File: config.mk
export PLATFORM = sky130hd
export DESIGN_NAME = link_fault_pass_through_fsm
export DESIGN_NICKNAME = d
export VERILOG_FILES = /design/src/hdl/lfpt_pkg.sv /design/src/hdl/link_fault_pass_through_fsm.sv /design/src/hdl/lfpt_ram.sv /design/src/hdl/lfpt_ctrl.sv /design/src/hdl/lfpt_dp.sv
export SDC_FILE = /design/constraint.sdc
export NUM_CORES = 1
export LEC_CHECK = 0
export ABC_CLOCK_PERIOD_IN_PS = 3500
export BUFFER_PORTS_ARGS = -buffer_cell sky130_fd_sc_hd__buf_2
export CAP_MARGIN = 20
export CORE_MARGIN = 8
export CORE_UTILIZATION = 60
export CTS_CLUSTER_SIZE = 10
export DETAILED_ROUTE_END_ITERATION = 6
export PLACE_DENSITY = 0.76
export SETUP_SLACK_MARGIN = 0.02
export SYNTH_ARGS = -nofsm -noshare
export SYNTH_HDL_FRONTEND = slang
export SYNTH_SLANG_ARGS = --single-unit
File: constraint.sdc
create_clock -name clk_i -period 3.5 [get_ports clk_i]
set_input_delay 0.525 -clock clk_i [delete_from_list [all_inputs] [get_ports clk_i]]
set_output_delay 0.525 -clock clk_i [all_outputs]
set_load 0.05 [all_outputs]
File: src/hdl/lfpt_pkg.sv
// ----------------------------------------------------------------------------
// Link fault pass-through package
// Table sizes, field widths, mode and state codes, and the control and
// status bundles between the controller and the datapath.
// ----------------------------------------------------------------------------
package lfpt_pkg;

  // Table geometry.
  localparam int CARDS             = 4;
  localparam int SEGMENTS_PER_CARD = 4;
  localparam int TABLE_SIZE        = CARDS * SEGMENTS_PER_CARD;
  localparam int IDX_W             = (TABLE_SIZE > 1) ? $clog2(TABLE_SIZE) : 1;

  // Field widths.
  localparam int MODE_W  = 2;
  localparam int STATE_W = 3;
  localparam int COUNT_W = 8;
  localparam int ENTRY_W = STATE_W + COUNT_W;

  // Stream payload widths.
  localparam int S_TDATA_W = 8;
  localparam int M_TDATA_W = 16;

  // Item modes.
  localparam logic [MODE_W-1:0] MODE_CHECK = 2'd0;
  localparam logic [MODE_W-1:0] MODE_START = 2'd1;
  localparam logic [MODE_W-1:0] MODE_STOP  = 2'd2;

  // Segment link fault propagation states.
  localparam logic [STATE_W-1:0] SEG_INIT    = 3'd0;
  localparam logic [STATE_W-1:0] SEG_BOTH_UP = 3'd1;
  localparam logic [STATE_W-1:0] SEG_A_FAIL  = 3'd2;
  localparam logic [STATE_W-1:0] SEG_B_FAIL  = 3'd3;
  localparam logic [STATE_W-1:0] SEG_RECOVER = 3'd4;

  // Reset value of the recheck limit.
  localparam logic [COUNT_W-1:0] MAX_CHECK_RESET = 8'd3;

  // Commands from the controller to the datapath.
  typedef struct packed {
    logic capture;  // Latch the input item and read its table entry.
    logic execute;  // Update the entry and load the result register.
  } lfpt_cmd_t;

  // Status from the datapath to the controller.
  typedef struct packed {
    logic out_blocked;  // Result register holds a transfer not yet taken.
  } lfpt_sts_t;

endpackage

File: src/hdl/link_fault_pass_through_fsm.sv
// ----------------------------------------------------------------------------
// Link fault pass-through supervisor
// Per-segment link fault propagation for a table of port pairs.
// ----------------------------------------------------------------------------
// Usage: each transfer on the s_axis channel carries one item: a mode in
// tuser (check, start, stop) and in tdata the card and segment indexes and
// the two link statuses. Every item gives exactly one result transfer on
// m_axis with the port drive command (tuser set when it must be applied)
// and the segment's active bit, state and recheck counter.
// The accepting edge reads the segment's entry from the table RAM, and the
// first edge after it that finds the result register free applies the rules,
// writes the entry back and loads the result register. The input reopens
// after that edge, so the single table read port and the read-modify-write
// keep the block from taking an item before the last one is written back.
// s_axis_tready is high whenever no item is in progress, so the next item is
// taken while a finished result still waits. If m_axis stalls, the item in
// progress holds until the result register frees up.
// Reset clears the active bits, the result valid flag and the controller and
// loads the recheck limit with three; the state and counter of a segment
// are defined once it has been started. cfg_we_i writes the recheck limit.
// ----------------------------------------------------------------------------
module link_fault_pass_through_fsm import lfpt_pkg::*; (
  input  logic                 clk_i,
  input  logic                 rst_ni,
  // Input item stream.
  input  logic                 s_axis_tvalid,
  output logic                 s_axis_tready,
  input  logic [S_TDATA_W-1:0] s_axis_tdata,   // card_index[1:0], segment_index[3:2],
                                               // link_up_a[4], link_up_b[5], zero[7:6]
  input  logic [MODE_W-1:0]    s_axis_tuser,   // mode[1:0]
  // Result stream.
  output logic                 m_axis_tvalid,
  input  logic                 m_axis_tready,
  output logic [M_TDATA_W-1:0] m_axis_tdata,   // drive_port_a[0], drive_port_b[1],
                                               // segment_active[2], fsm_state[5:3],
                                               // checks_left[13:6], zero[15:14]
  output logic                 m_axis_tuser,   // drive_update[0]
  // Recheck limit register.
  input  logic                 cfg_we_i,
  input  logic [COUNT_W-1:0]   cfg_wdata_i
);

  lfpt_cmd_t cmd;
  lfpt_sts_t sts;

  // Sequencer.
  lfpt_ctrl u_ctrl (
    .clk_i      (clk_i),
    .rst_ni     (rst_ni),
    .in_valid_i (s_axis_tvalid),
    .in_ready_o (s_axis_tready),
    .sts_i      (sts),
    .cmd_o      (cmd)
  );

  // Table, rules and result register.
  lfpt_dp u_dp (
    .clk_i           (clk_i),
    .rst_ni          (rst_ni),
    .cmd_i           (cmd),
    .sts_o           (sts),
    .mode_i          (s_axis_tuser),
    .card_index_i    (s_axis_tdata[1:0]),
    .segment_index_i (s_axis_tdata[3:2]),
    .link_up_a_i     (s_axis_tdata[4]),
    .link_up_b_i     (s_axis_tdata[5]),
    .cfg_we_i        (cfg_we_i),
    .cfg_wdata_i     (cfg_wdata_i),
    .out_valid_o     (m_axis_tvalid),
    .out_ready_i     (m_axis_tready),
    .out_data_o      (m_axis_tdata),
    .out_update_o    (m_axis_tuser)
  );

endmodule

File: src/hdl/lfpt_ram.sv
// ----------------------------------------------------------------------------
// Generic single-port-write RAM
// One write port and one read port with a registered read.
// ----------------------------------------------------------------------------
module lfpt_ram #(
  parameter int WIDTH = 8,
  parameter int DEPTH = 16
) (
  input  logic                                     clk_i,
  input  logic                                     we_i,
  input  logic [((DEPTH > 1) ? $clog2(DEPTH) : 1)-1:0] waddr_i,
  input  logic [WIDTH-1:0]                         wdata_i,
  input  logic                                     re_i,
  input  logic [((DEPTH > 1) ? $clog2(DEPTH) : 1)-1:0] raddr_i,
  output logic [WIDTH-1:0]                         rdata_o
);

  logic [WIDTH-1:0] mem_q [DEPTH];
  logic [WIDTH-1:0] rdata_q;

  // Write port.
  always_ff @(posedge clk_i) begin
    if (we_i) begin
      mem_q[waddr_i] <= wdata_i;
    end
  end

  // Registered read port.
  always_ff @(posedge clk_i) begin
    if (re_i) begin
      rdata_q <= mem_q[raddr_i];
    end
  end

  assign rdata_o = rdata_q;

endmodule

File: src/hdl/lfpt_ctrl.sv
// ----------------------------------------------------------------------------
// Link fault pass-through controller
// Two-state sequencer: take an item and read its entry, then update the
// entry and load the result once the result register is free.
// ----------------------------------------------------------------------------
module lfpt_ctrl import lfpt_pkg::*; (
  input  logic       clk_i,
  input  logic       rst_ni,
  input  logic       in_valid_i,
  output logic       in_ready_o,
  input  lfpt_sts_t  sts_i,
  output lfpt_cmd_t  cmd_o
);

  localparam logic ST_IDLE = 1'b0;
  localparam logic ST_EXEC = 1'b1;

  logic state_q;
  logic state_d;

  // Commands and next state.
  always_comb begin
    cmd_o.capture = 1'b0;
    cmd_o.execute = 1'b0;
    state_d       = state_q;
    case (state_q)
      ST_IDLE: begin
        if (in_valid_i) begin
          cmd_o.capture = 1'b1;
          state_d       = ST_EXEC;
        end
      end
      ST_EXEC: begin
        if (!sts_i.out_blocked) begin
          cmd_o.execute = 1'b1;
          state_d       = ST_IDLE;
        end
      end
      default: begin
        state_d = ST_IDLE;
      end
    endcase
  end

  assign in_ready_o = (state_q == ST_IDLE);

  // State register.
  always_ff @(posedge clk_i or negedge rst_ni) begin
    if (!rst_ni) begin
      state_q <= ST_IDLE;
    end else begin
      state_q <= state_d;
    end
  end

endmodule

File: src/hdl/lfpt_dp.sv
// ----------------------------------------------------------------------------
// Link fault pass-through datapath
// Holds the item, the active bits, the state and counter table, the recheck
// limit and the result register, and applies the segment rules.
// ----------------------------------------------------------------------------
module lfpt_dp import lfpt_pkg::*; (
  input  logic                 clk_i,
  input  logic                 rst_ni,
  input  lfpt_cmd_t            cmd_i,
  output lfpt_sts_t            sts_o,
  input  logic [MODE_W-1:0]    mode_i,
  input  logic [1:0]           card_index_i,
  input  logic [1:0]           segment_index_i,
  input  logic                 link_up_a_i,
  input  logic                 link_up_b_i,
  input  logic                 cfg_we_i,
  input  logic [COUNT_W-1:0]   cfg_wdata_i,
  output logic                 out_valid_o,
  input  logic                 out_ready_i,
  output logic [M_TDATA_W-1:0] out_data_o,
  output logic                 out_update_o
);

  // Captured item.
  logic [MODE_W-1:0]  mode_q;
  logic [IDX_W-1:0]   idx_q;
  logic               a_q;
  logic               b_q;
  logic               inrange_q;
  logic [IDX_W-1:0]   idx_in;
  logic               inrange_in;

  // Table and limit.
  logic [TABLE_SIZE-1:0] active_q;
  logic [COUNT_W-1:0]    max_q;
  logic [ENTRY_W-1:0]    rdata;
  logic [STATE_W-1:0]    st_raw;
  logic [COUNT_W-1:0]    cnt_raw;

  // Rule results.
  logic               act_cur;
  logic               act_new;
  logic [STATE_W-1:0] st_new;
  logic [COUNT_W-1:0] cnt_new;
  logic               upd;
  logic               da;
  logic               db;
  logic               wr_en;

  // Result register.
  logic                 out_valid_q;
  logic [M_TDATA_W-1:0] out_data_q;
  logic                 out_update_q;

  // Table index and range check of the incoming item.
  assign inrange_in = (int'(card_index_i) < CARDS) && (int'(segment_index_i) < SEGMENTS_PER_CARD);
  assign idx_in     = IDX_W'(int'(card_index_i) * SEGMENTS_PER_CARD + int'(segment_index_i));

  always_ff @(posedge clk_i) begin
    if (cmd_i.capture) begin
      mode_q    <= mode_i;
      idx_q     <= idx_in;
      a_q       <= link_up_a_i;
      b_q       <= link_up_b_i;
      inrange_q <= inrange_in;
    end
  end

  // State and counter table.
  lfpt_ram #(
    .WIDTH (ENTRY_W),
    .DEPTH (TABLE_SIZE)
  ) u_ram (
    .clk_i   (clk_i),
    .we_i    (wr_en),
    .waddr_i (idx_q),
    .wdata_i ({cnt_new, st_new}),
    .re_i    (cmd_i.capture),
    .raddr_i (idx_in),
    .rdata_o (rdata)
  );

  assign st_raw  = rdata[STATE_W-1:0];
  assign cnt_raw = rdata[ENTRY_W-1:STATE_W];
  assign act_cur = active_q[idx_q];

  // Segment rules.
  always_comb begin
    act_new = act_cur;
    st_new  = st_raw;
    cnt_new = cnt_raw;
    upd     = 1'b0;
    da      = 1'b0;
    db      = 1'b0;
    wr_en   = 1'b0;
    if (inrange_q) begin
      case (mode_q)
        MODE_START: begin
          if (!act_cur) begin
            act_new = 1'b1;
            st_new  = SEG_INIT;
            cnt_new = max_q;
            wr_en   = cmd_i.execute;
          end
        end
        MODE_STOP: begin
          if (act_cur) begin
            act_new = 1'b0;
            upd     = 1'b1;
            da      = 1'b1;
            db      = 1'b1;
          end
        end
        MODE_CHECK: begin
          if (act_cur) begin
            wr_en = cmd_i.execute;
            case (st_raw)
              SEG_A_FAIL: begin
                if (a_q) begin
                  st_new = SEG_RECOVER;
                  upd    = 1'b1;
                  da     = 1'b1;
                  db     = 1'b1;
                end
              end
              SEG_B_FAIL: begin
                if (b_q) begin
                  st_new = SEG_RECOVER;
                  upd    = 1'b1;
                  da     = 1'b1;
                  db     = 1'b1;
                end
              end
              SEG_RECOVER: begin
                if (a_q && b_q) begin
                  st_new  = SEG_BOTH_UP;
                  cnt_new = max_q;
                end else if (cnt_raw != '0) begin
                  cnt_new = cnt_raw - COUNT_W'(1);
                end else begin
                  st_new  = SEG_INIT;
                  cnt_new = max_q;
                end
              end
              // Initial, both up, and any out-of-range code act as initial
              // except that both up, with both links up, is left unchanged.
              default: begin
                if ((st_raw != SEG_BOTH_UP) && a_q && b_q) begin
                  st_new = SEG_BOTH_UP;
                end else if (!a_q && b_q) begin
                  st_new = SEG_A_FAIL;
                  upd    = 1'b1;
                  da     = 1'b1;
                end else if (a_q && !b_q) begin
                  st_new = SEG_B_FAIL;
                  upd    = 1'b1;
                  db     = 1'b1;
                end
              end
            endcase
          end
        end
        default: begin
          // Unused mode reports the status unchanged.
        end
      endcase
    end
  end

  // Active bits and recheck limit.
  always_ff @(posedge clk_i or negedge rst_ni) begin
    if (!rst_ni) begin
      active_q <= '0;
      max_q    <= MAX_CHECK_RESET;
    end else begin
      if (cmd_i.execute && inrange_q) begin
        active_q[idx_q] <= act_new;
      end
      if (cfg_we_i) begin
        max_q <= cfg_wdata_i;
      end
    end
  end

  // Result valid flag.
  always_ff @(posedge clk_i or negedge rst_ni) begin
    if (!rst_ni) begin
      out_valid_q <= 1'b0;
    end else if (cmd_i.execute) begin
      out_valid_q <= 1'b1;
    end else if (out_ready_i) begin
      out_valid_q <= 1'b0;
    end
  end

  // Result payload; an out-of-range item reports all zeros.
  always_ff @(posedge clk_i) begin
    if (cmd_i.execute) begin
      if (inrange_q) begin
        out_data_q   <= M_TDATA_W'({cnt_new, st_new, act_new, db, da});
        out_update_q <= upd;
      end else begin
        out_data_q   <= '0;
        out_update_q <= 1'b0;
      end
    end
  end

  assign sts_o.out_blocked = out_valid_q && !out_ready_i;
  assign out_valid_o       = out_valid_q;
  assign out_data_o        = out_data_q;
  assign out_update_o      = out_update_q;

endmodule

==> summary.txt, run 1 <==
Clocking
  – Post-cts repair resize count: 0
  – Post-CTS setup buffer count: 0
  – Num CTS Buffers: 27
  – CTS tree: yes
  – CTS H-Tree Depth: 1
  – Num Clock Sinks: 236
  – Root Buffer: clkbuf_16
  – Post-cts hold buffer count: 1
  – Clock Pin Slew Worst Setup and Hold Paths: 0.05 ns
  – Worst-Skew Late Latency: 0.52 ns
  – CTS Buffer Depth: 3

Pwr
  – Leak: 3.87 nW
  – Cell Pwr Density: 681 nW/µm²
  – Peak supply drop: 0.000476 V

Timing
  – Setup_tns: 0 ns
  – Fin. max-slew vios: 0
  – Setup violations, final: 0
  – Slew @ Worst Pin: 1.11 ns
  – Crit share post-route: 88.5%
  – RSZ-0062 raised after global routing: no
  – Final WS setup: 0.402 ns
  – Final setup skew: 0.0144 ns
  – Hold Fails Final Rpt: 0
  – Slew margin rel.: 25.4%
  – Fin crit period: 3.10 ns
  – Max Freq: 323 MHz

Cells and area
  – Most common cell after layout, fill and taps aside: edfxtp_1
  – Fin util: 68.4%
  – Fillers: 1052
  – Layout area overhead: 13.0%
  – Diodes inserted: 0
  – Nets: 640
  – Most frequent cells in the layout: edfxtp_1 (210), mux4_2 (57), nor2_1 (38)
  – Share of cells above drive strength 1: 30.2%

Floorplan
  – Die H: 144 µm
  – I/O pin cnt: 42
  – Die area: 20900 µm²
  – Initial Util: 60.5%
  – CORE AREA: 16300 µm²
  – Row count: 47
  – Die X: 144 µm

Routing
  – Routed WL per cell: 22.5 µm
  – Initial DRT Pass Iterations: 5
  – Vias: 5172
  – ANT nets after route: 0
  – Final WL: 19.1 mm
  – Vias/cell: 6.09
  – DR DRC count: 0
  – Number of DRC markers in iteration 0: 381

Yosys
  – Synthesized netlist cell count: 546
  – Yosys warnings: 0
  – Mapped cell area: 9900 µm²
  – Sequential share of the synthesized area: 70.3%
  – Ys flop type: edfxtp_1
  – Yosys cell types: 51
  – Post-synth EDFFs: 210
  – Synth Area per Inst: 18.1 µm²
  – FFs w/ async S/R, synth: 11.0%
  – #FFs+latches synth: 236

Setup path
  – Critical path cell sequence: ha_1, a31oi_1, nand2_1, o2111ai_1, nand4_1
  – Critical path class: reg -> reg
  – CP required: 3.52 ns
  – Worst setup EP type: flip-flop
  – Slowest stage cell, crit path: a31oi_1
  – Worst Path Max Fanout: 17
  – Internal reg-to-reg setup slack: 0.40 ns
  – Slowest stage delay, CP: 0.83 ns
  – CP top delay family: compound AO/OA/AOI/OAI gates
  – Startpoint Class: flip-flop
  – CP arrival: 3.12 ns
  – Worst path bufs/invs: 0

GRT
  – Gr ovfl total: 0
  – First-pass GRT wire length: 29.6 mm
  – GRT Util Overall: 19.1%
  – Largest net degree at the start of global routing: 46
  – Vias in the first global route: 5335
  – Initial antenna violation count: 0

Status
  – Outcome: complete, no violations

Placement
  – Gp weighted congestion: 0.866
  – Dpl ws: 0.352 ns
  – DPL Wire Length: 12.3 mm
  – IO buf count: 37

Job
  – Max-Cap Viols: 0

Hold path
  – Worst Hold Class: in -> reg
[cells in the mapped netlist (5+ instances only)]
cell type / instances / area, µm²
mux2i_1: 7 / 70.1
nor3_2: 10 / 100
mux4_2: 57 / 1280
nand2b_1: 6 / 37.5
nor2_1: 38 / 143
nor3_1: 10 / 50.1
nand3_1: 6 / 30.0
edfxtp_1: 210 / 6310
a221o_1: 6 / 60.1
clkbuf_1: 12 / 45.0
mux2_2: 23 / 259
nand2_1: 24 / 90.1
ha_1: 9 / 113
buf_1: 6 / 22.5
o21ai_0: 7 / 35.0
a21oi_1: 15 / 75.1
inv_1: 13 / 48.8
dfrtp_1: 24 / 601
buf_2: 5 / 25.0
[routing by layer]
layer / share of wire, % / up-vias / GRT usage [%]
met5: 0 / - / 0
met4: 1.9 / 0 / 5.26
met3: 6.9 / 41 / 4.16
met2: 51 / 203 / 33.0
met1: 40 / 2626 / 23.8
li1: - / 2302 / -
[cells by family after synthesis]
family / synth area share (%)
adders and majority gates: 1.14
AOI/OAI and AO/OA: 3.49
buffers and inverters: 2.19
other: 0.0379
DFF: 70.3
muxes: 16.4
and+or+nand+nor: 6.03
xor gates and xnor gates: 0.354
[power breakdown]
group          switching [mW]  internal, mW  leakage (nW)  total (mW)
sequential              0.140          3.56          2.24        3.70
clock                   0.994          1.46         0.369        2.46
combinational            1.02         0.432          1.26        1.46
[worst paths after layout]
check                      cells after the start                endpoint        startpoint
max                                            5  u_dp.u_ram.mem_q[4][4]          u_dp.b_q
min                                            1          u_dp.mode_q[1]   s_axis_tuser[1]
max reg2reg                                    5  u_dp.u_ram.mem_q[4][4]          u_dp.b_q
min reg2reg                                    2        u_dp.out_valid_o  u_dp.out_valid_o
max in group asynchronous                      2           u_dp.max_q[3]            rst_ni
min in group asynchronous                      2           u_dp.max_q[7]            rst_ni
[state kept, by name, indices dropped and copies added, names as in the netlist]
| signal | count |
|---|---|
| u_dp.u_ram.mem_q | 176 |
| u_dp.active_q | 16 |
| u_dp.out_data_o | 14 |
| u_dp.u_ram.rdata_o | 11 |
| u_dp.max_q | 8 |
| u_dp.idx_q | 4 |
| u_dp.mode_q | 2 |
| u_ctrl.state_q | 1 |
| u_dp.a_q | 1 |
| u_dp.b_q | 1 |
| u_dp.out_update_o | 1 |
| u_dp.out_valid_o | 1 |
[stage by stage]
step,hold WS (ns),instances,power (mW),instance area [µm²]
6_report,0.180,849,7.61,11200
5_1_grt,0.163,849,7.91,11200
4_1_cts,0.166,848,7.67,11200
3_5_place_dp,0.494,797,5.20,10400
3_3_place_gp,0.485,797,5.12,10400
2_1_floorplan,0.229,547,4.80,9900
[final cells by class]
type                       count  area, µm²  area share, %
sequential                   236       6960           62.2
inverter                      13       48.8          0.436
timing repair buffer          63        395           3.54
tap                          220        275           2.46
multi-input combinational    267       2730           24.4
clock buffer                  49        768           6.87
clock inverter                 1       8.76         0.0783
No activity file was read; power rests on OpenSTA's default activity.
==> inputs of run 2 (changes only) <==
--- a/config.mk
+++ b/config.mk
@@ -5,9 +5,9 @@
 export SDC_FILE = /design/constraint.sdc
 export NUM_CORES = 1
 export LEC_CHECK = 0
+export ABC_AREA = 1
 export ABC_CLOCK_PERIOD_IN_PS = 3500
 export BUFFER_PORTS_ARGS = -buffer_cell sky130_fd_sc_hd__buf_2
-export CAP_MARGIN = 20
 export CORE_MARGIN = 8
 export CORE_UTILIZATION = 60
 export CTS_CLUSTER_SIZE = 10
==> summary.txt, run 2 <==
Status
  – Outcome: complete, no violations (unchanged)

Yosys
  – Largest cells by area after synthesis: edfxtp_1 (61%), dfrtp_1 (5.8%), nand2_1 (5.2%) (was edfxtp_1 (64%), mux4_2 (13%), dfrtp_1 (6.1%))
  – Ys flop type: edfxtp_1 (unchanged)
  – Yosys warnings: 0 (unchanged)
  – FFs w/ async S/R, synth: 11.0% (unchanged)
  – Yosys cell types: 37 (was 51)
  – #FFs+latches synth: 236 (unchanged)
  – Sequential share of the synthesized area: 67.7% (was 70.3%)
  – Mapped cell area: 10300 µm² (was 9900 µm²)
  – Most frequent cells after synthesis: edfxtp_1 (210), nand2_1 (143), o21ai_0 (92), inv_1 (84) (was edfxtp_1 (210), mux4_2 (57), nor2_1 (38), dfrtp_1 (24), nand2_1 (24))
  – Synth Area per Inst: 12.0 µm² (was 18.1 µm²)
  – Area share of the largest cell type after synthesis: 61.3% (was 63.7%)
  – Top-count cell post-synth: edfxtp_1 (unchanged)
  – Synthesized netlist cell count: 859 (was 546)
  – Post-synth EDFFs: 210 (unchanged)
  – Area leader, netlist: edfxtp_1 (unchanged)

Clocking
  – Worst-Skew Late Latency: 0.53 ns (was 0.52 ns)
  – Clock Pin Slew Worst Setup and Hold Paths: 0.06 ns (was 0.05 ns)
  – Post-cts repair resize count: 0 (unchanged)
  – Root Buffer: clkbuf_16 (unchanged)
  – Num Clock Sinks: 236 (unchanged)
  – Num CTS Buffers: 27 (unchanged)
  – Post-cts hold buffer count: 0 (was 1)
  – CTS H-Tree Depth: 1 (unchanged)
  – Post-CTS setup buffer count: 0 (unchanged)
  – CTS tree: yes (unchanged)
  – CTS Buffer Depth: 3 (unchanged)

Setup path
  – R2R depth: 12 (was 5)
  – Reg-to-reg endpoint: u_dp.u_ram.mem_q[12][4] (was u_dp.u_ram.mem_q[4][4])
  – CP top delay family: simple AND/OR/NAND/NOR gates (was compound AO/OA/AOI/OAI gates)
  – Internal reg-to-reg setup slack: 0.45 ns (was 0.40 ns)
  – Cell mode on critical path: nand2_1
  – Worst path bufs/invs: 2 (was 0)
  – Worst Path Max Fanout: 16 (was 17)
  – Worst setup EP type: flip-flop (unchanged)
  – Reg2Reg Launch Point: u_dp.idx_q[0] (was u_dp.b_q)
  – Startpoint Class: flip-flop (unchanged)
  – Slowest stage delay, CP: 0.89 ns (was 0.83 ns)
  – CP arrival: 3.18 ns (was 3.12 ns)
  – Critical path cell sequence: inv_2, nand2_1, nand2_1, nand2_1, nand2_1, nand2_2, nand2_1, nor2_2, buf_4, nor2_8, nor2_8, nor2_1 (was ha_1, a31oi_1, nand2_1, o2111ai_1, nand4_1)
  – Slowest stage cell, crit path: nor2_1 (was a31oi_1)
  – CP required: 3.63 ns (was 3.52 ns)
  – Critical path class: reg -> reg (unchanged)

Floorplan
  – I/O pin cnt: 42 (unchanged)
  – Die area: 21600 µm² (was 20900 µm²)
  – Die H: 147 µm (was 144 µm)
  – CORE AREA: 17000 µm² (was 16300 µm²)
  – Initial Util: 60.5% (about the same)
  – Die X: 147 µm (was 144 µm)
  – Row count: 48 (was 47)

Pwr
  – Peak supply drop: 0.000509 V (was 0.000476 V)
  – Leak: 4.41 nW (was 3.87 nW)
  – Cell Pwr Density: 673 nW/µm² (was 681 nW/µm²)

Cells and area
  – Fin util: 67.3% (was 68.4%)
  – Biggest register: u_dp.u_ram.mem_q (unchanged)
  – Max reg flops: 176 (unchanged)
  – Most common cell after layout, fill and taps aside: edfxtp_1 (unchanged)
  – Reg area: 6960 µm² (unchanged)
  – Fillers: 1232 (was 1052)
  – Layout area overhead: 11.3% (was 13.0%)
  – Diodes inserted: 0 (unchanged)
  – Multi-input logic area: 2810 µm² (was 2730 µm²)
  – Most frequent cells in the layout: edfxtp_1 (210), nand2_1 (143), o21ai_0 (91) (was edfxtp_1 (210), mux4_2 (57), nor2_1 (38))
  – Nets: 938 (was 640)
  – Final instance area: 11400 µm² (was 11200 µm²)
  – Share of cells above drive strength 1: 12.9% (was 30.2%)

Placement
  – Gp weighted congestion: 0.899 (was 0.866)
  – IO buf count: 37 (unchanged)
  – DPL Wire Length: 14.1 mm (was 12.3 mm)
  – Area after DPL: 10700 µm² (was 10400 µm²)

Routing
  – ANT nets after route: 0 (unchanged)
  – Vias/cell: 5.86 (was 6.09)
  – Initial DRT Pass Iterations: 5 (unchanged)
  – Number of DRC markers in iteration 0: 547 (was 381)
  – Routed WL per cell: 19.6 µm (was 22.5 µm)
  – Final WL: 22.3 mm (was 19.1 mm)
  – Vias: 6677 (was 5172)
  – DR DRC count: 0 (unchanged)

GRT
  – Initial antenna violation count: 0 (unchanged)
  – Vias in the first global route: 6444 (was 5335)
  – Gr ovfl total: 0 (unchanged)
  – Largest net degree at the start of global routing: 76 (was 46)
  – GRT Util Overall: 20.6% (was 19.1%)
  – First-pass GRT wire length: 35.0 mm (was 29.6 mm)

Timing
  – RSZ-0062 raised after global routing: no (unchanged)
  – Slew @ Worst Pin: 1.17 ns (was 1.11 ns)
  – Setup_tns: 0 ns (unchanged)
  – Fin crit period: 3.05 ns (was 3.10 ns)
  – Crit share post-route: 87.1% (was 88.5%)
  – Final setup skew: 0.0129 ns (was 0.0144 ns)
  – Hold Fails Final Rpt: 0 (unchanged)
  – Max Freq: 328 MHz (was 323 MHz)
  – Slew margin rel.: 21.5% (was 25.4%)
  – Fin. max-slew vios: 0 (unchanged)
  – Setup violations, final: 0 (unchanged)

Hold path
  – Worst Hold Class: in -> async (was in -> reg)

Job
  – Max-Cap Viols: 0 (unchanged)
run 2: cell count changes in the layout (fill, tap and decap cells not counted), moves of 10 or more:
cell / change
nor3_2: -10
inv_1: +71
o211ai_1: +48
nand3_1: +36
nand2_1: +119
mux4_2: -57
clkbuf_1: -12
nor2_1: -16
nor2_2: +13
o21ai_0: +84
mux2i_1: +37
a21oi_1: +33
mux2_2: -20
run 2: through the flow:
step	setup slack (ns)	power, mW	hold WS [ns]	cells
after floorplan	1.28	4.87	0.229	860
after global placement	0.533	5.31	0.472	1102
after detailed placement	0.486	5.35	0.480	1102
after CTS	0.455	7.72	0.0187	1140
after global routing	0.236	8.01	0.0566	1140
final	0.451	7.70	0.0213	1140
run 2: cells by family (layout without fill, tap and decap cells):
| kind of cell | after synthesis | after routing | share of synthesized area, % |
|---|---|---|---|
| AOI/OAI and AO/OA | 198 | 198 | 11.0 |
| xor gates and xnor gates | 1 | 1 | 0.0852 |
| adders and majority gates | 9 | 9 | 1.10 |
| buffers and inverters | 128 | 183 | 5.06 |
| DFF | 236 | 236 | 67.7 |
| muxes | 47 | 47 | 4.61 |
| other | 1 | 2 | 0.0365 |
| and+or+nand+nor | 239 | 239 | 10.4 |
run 2: how the worst max path moves through the flow:
stage,startpoint,to,cells after the start
after global placement,u_dp.idx_q[0],u_dp.u_ram.mem_q[12][7],12
after global routing,u_dp.idx_q[0],u_dp.u_ram.mem_q[12][1],12
after floorplan,u_dp.idx_q[0],u_dp.u_ram.mem_q[8][0],12
after CTS,u_dp.idx_q[0],u_dp.u_ram.mem_q[12][5],12
after detailed placement,u_dp.idx_q[0],u_dp.u_ram.mem_q[12][1],12
final,u_dp.idx_q[0],u_dp.u_ram.mem_q[12][4],12
run 2: routing by layer:
metal | part of all wire, % | up-vias | track usage [%]
li1 | - | 3134 | -
met1 | 41 | 3272 | 26.3
met2 | 51 | 237 | 35.6
met3 | 6.0 | 34 | 3.05
met4 | 2.1 | 0 | 6.88
met5 | 0 | - | 0
run 2: area by class of cell:
class	instances	area share (%)
Clock buffer	36	6.20
Clock inverter	2	0.120
Inverter	90	2.95
Multi-Input combinational cell	496	24.5
Sequential cell	236	60.8
Tap cell	225	2.46
Timing Repair Buffer	55	2.93
run 2: worst reg2reg max path, stage by stage, from the launching register on:
cell and delay (ns):
edfxtp_1 0.57, inv_2 0.24, nand2_1 0.08, nand2_1 0.06, nand2_1 0.05, nand2_1 0.08
nand2_2 0.07, nand2_1 0.10, nor2_2 0.06, buf_4 0.18, nor2_8 0.16, nor2_8 0.11
nor2_1 0.90
run 2: power by group:
part           total [mW]  leakage [nW]  internal [mW]  switching [mW]
registers            3.74          2.24           3.60           0.142
logic                1.57          1.82          0.358            1.22
clock network        2.39         0.352           1.39           0.996
total                7.70          4.41           5.34            2.35
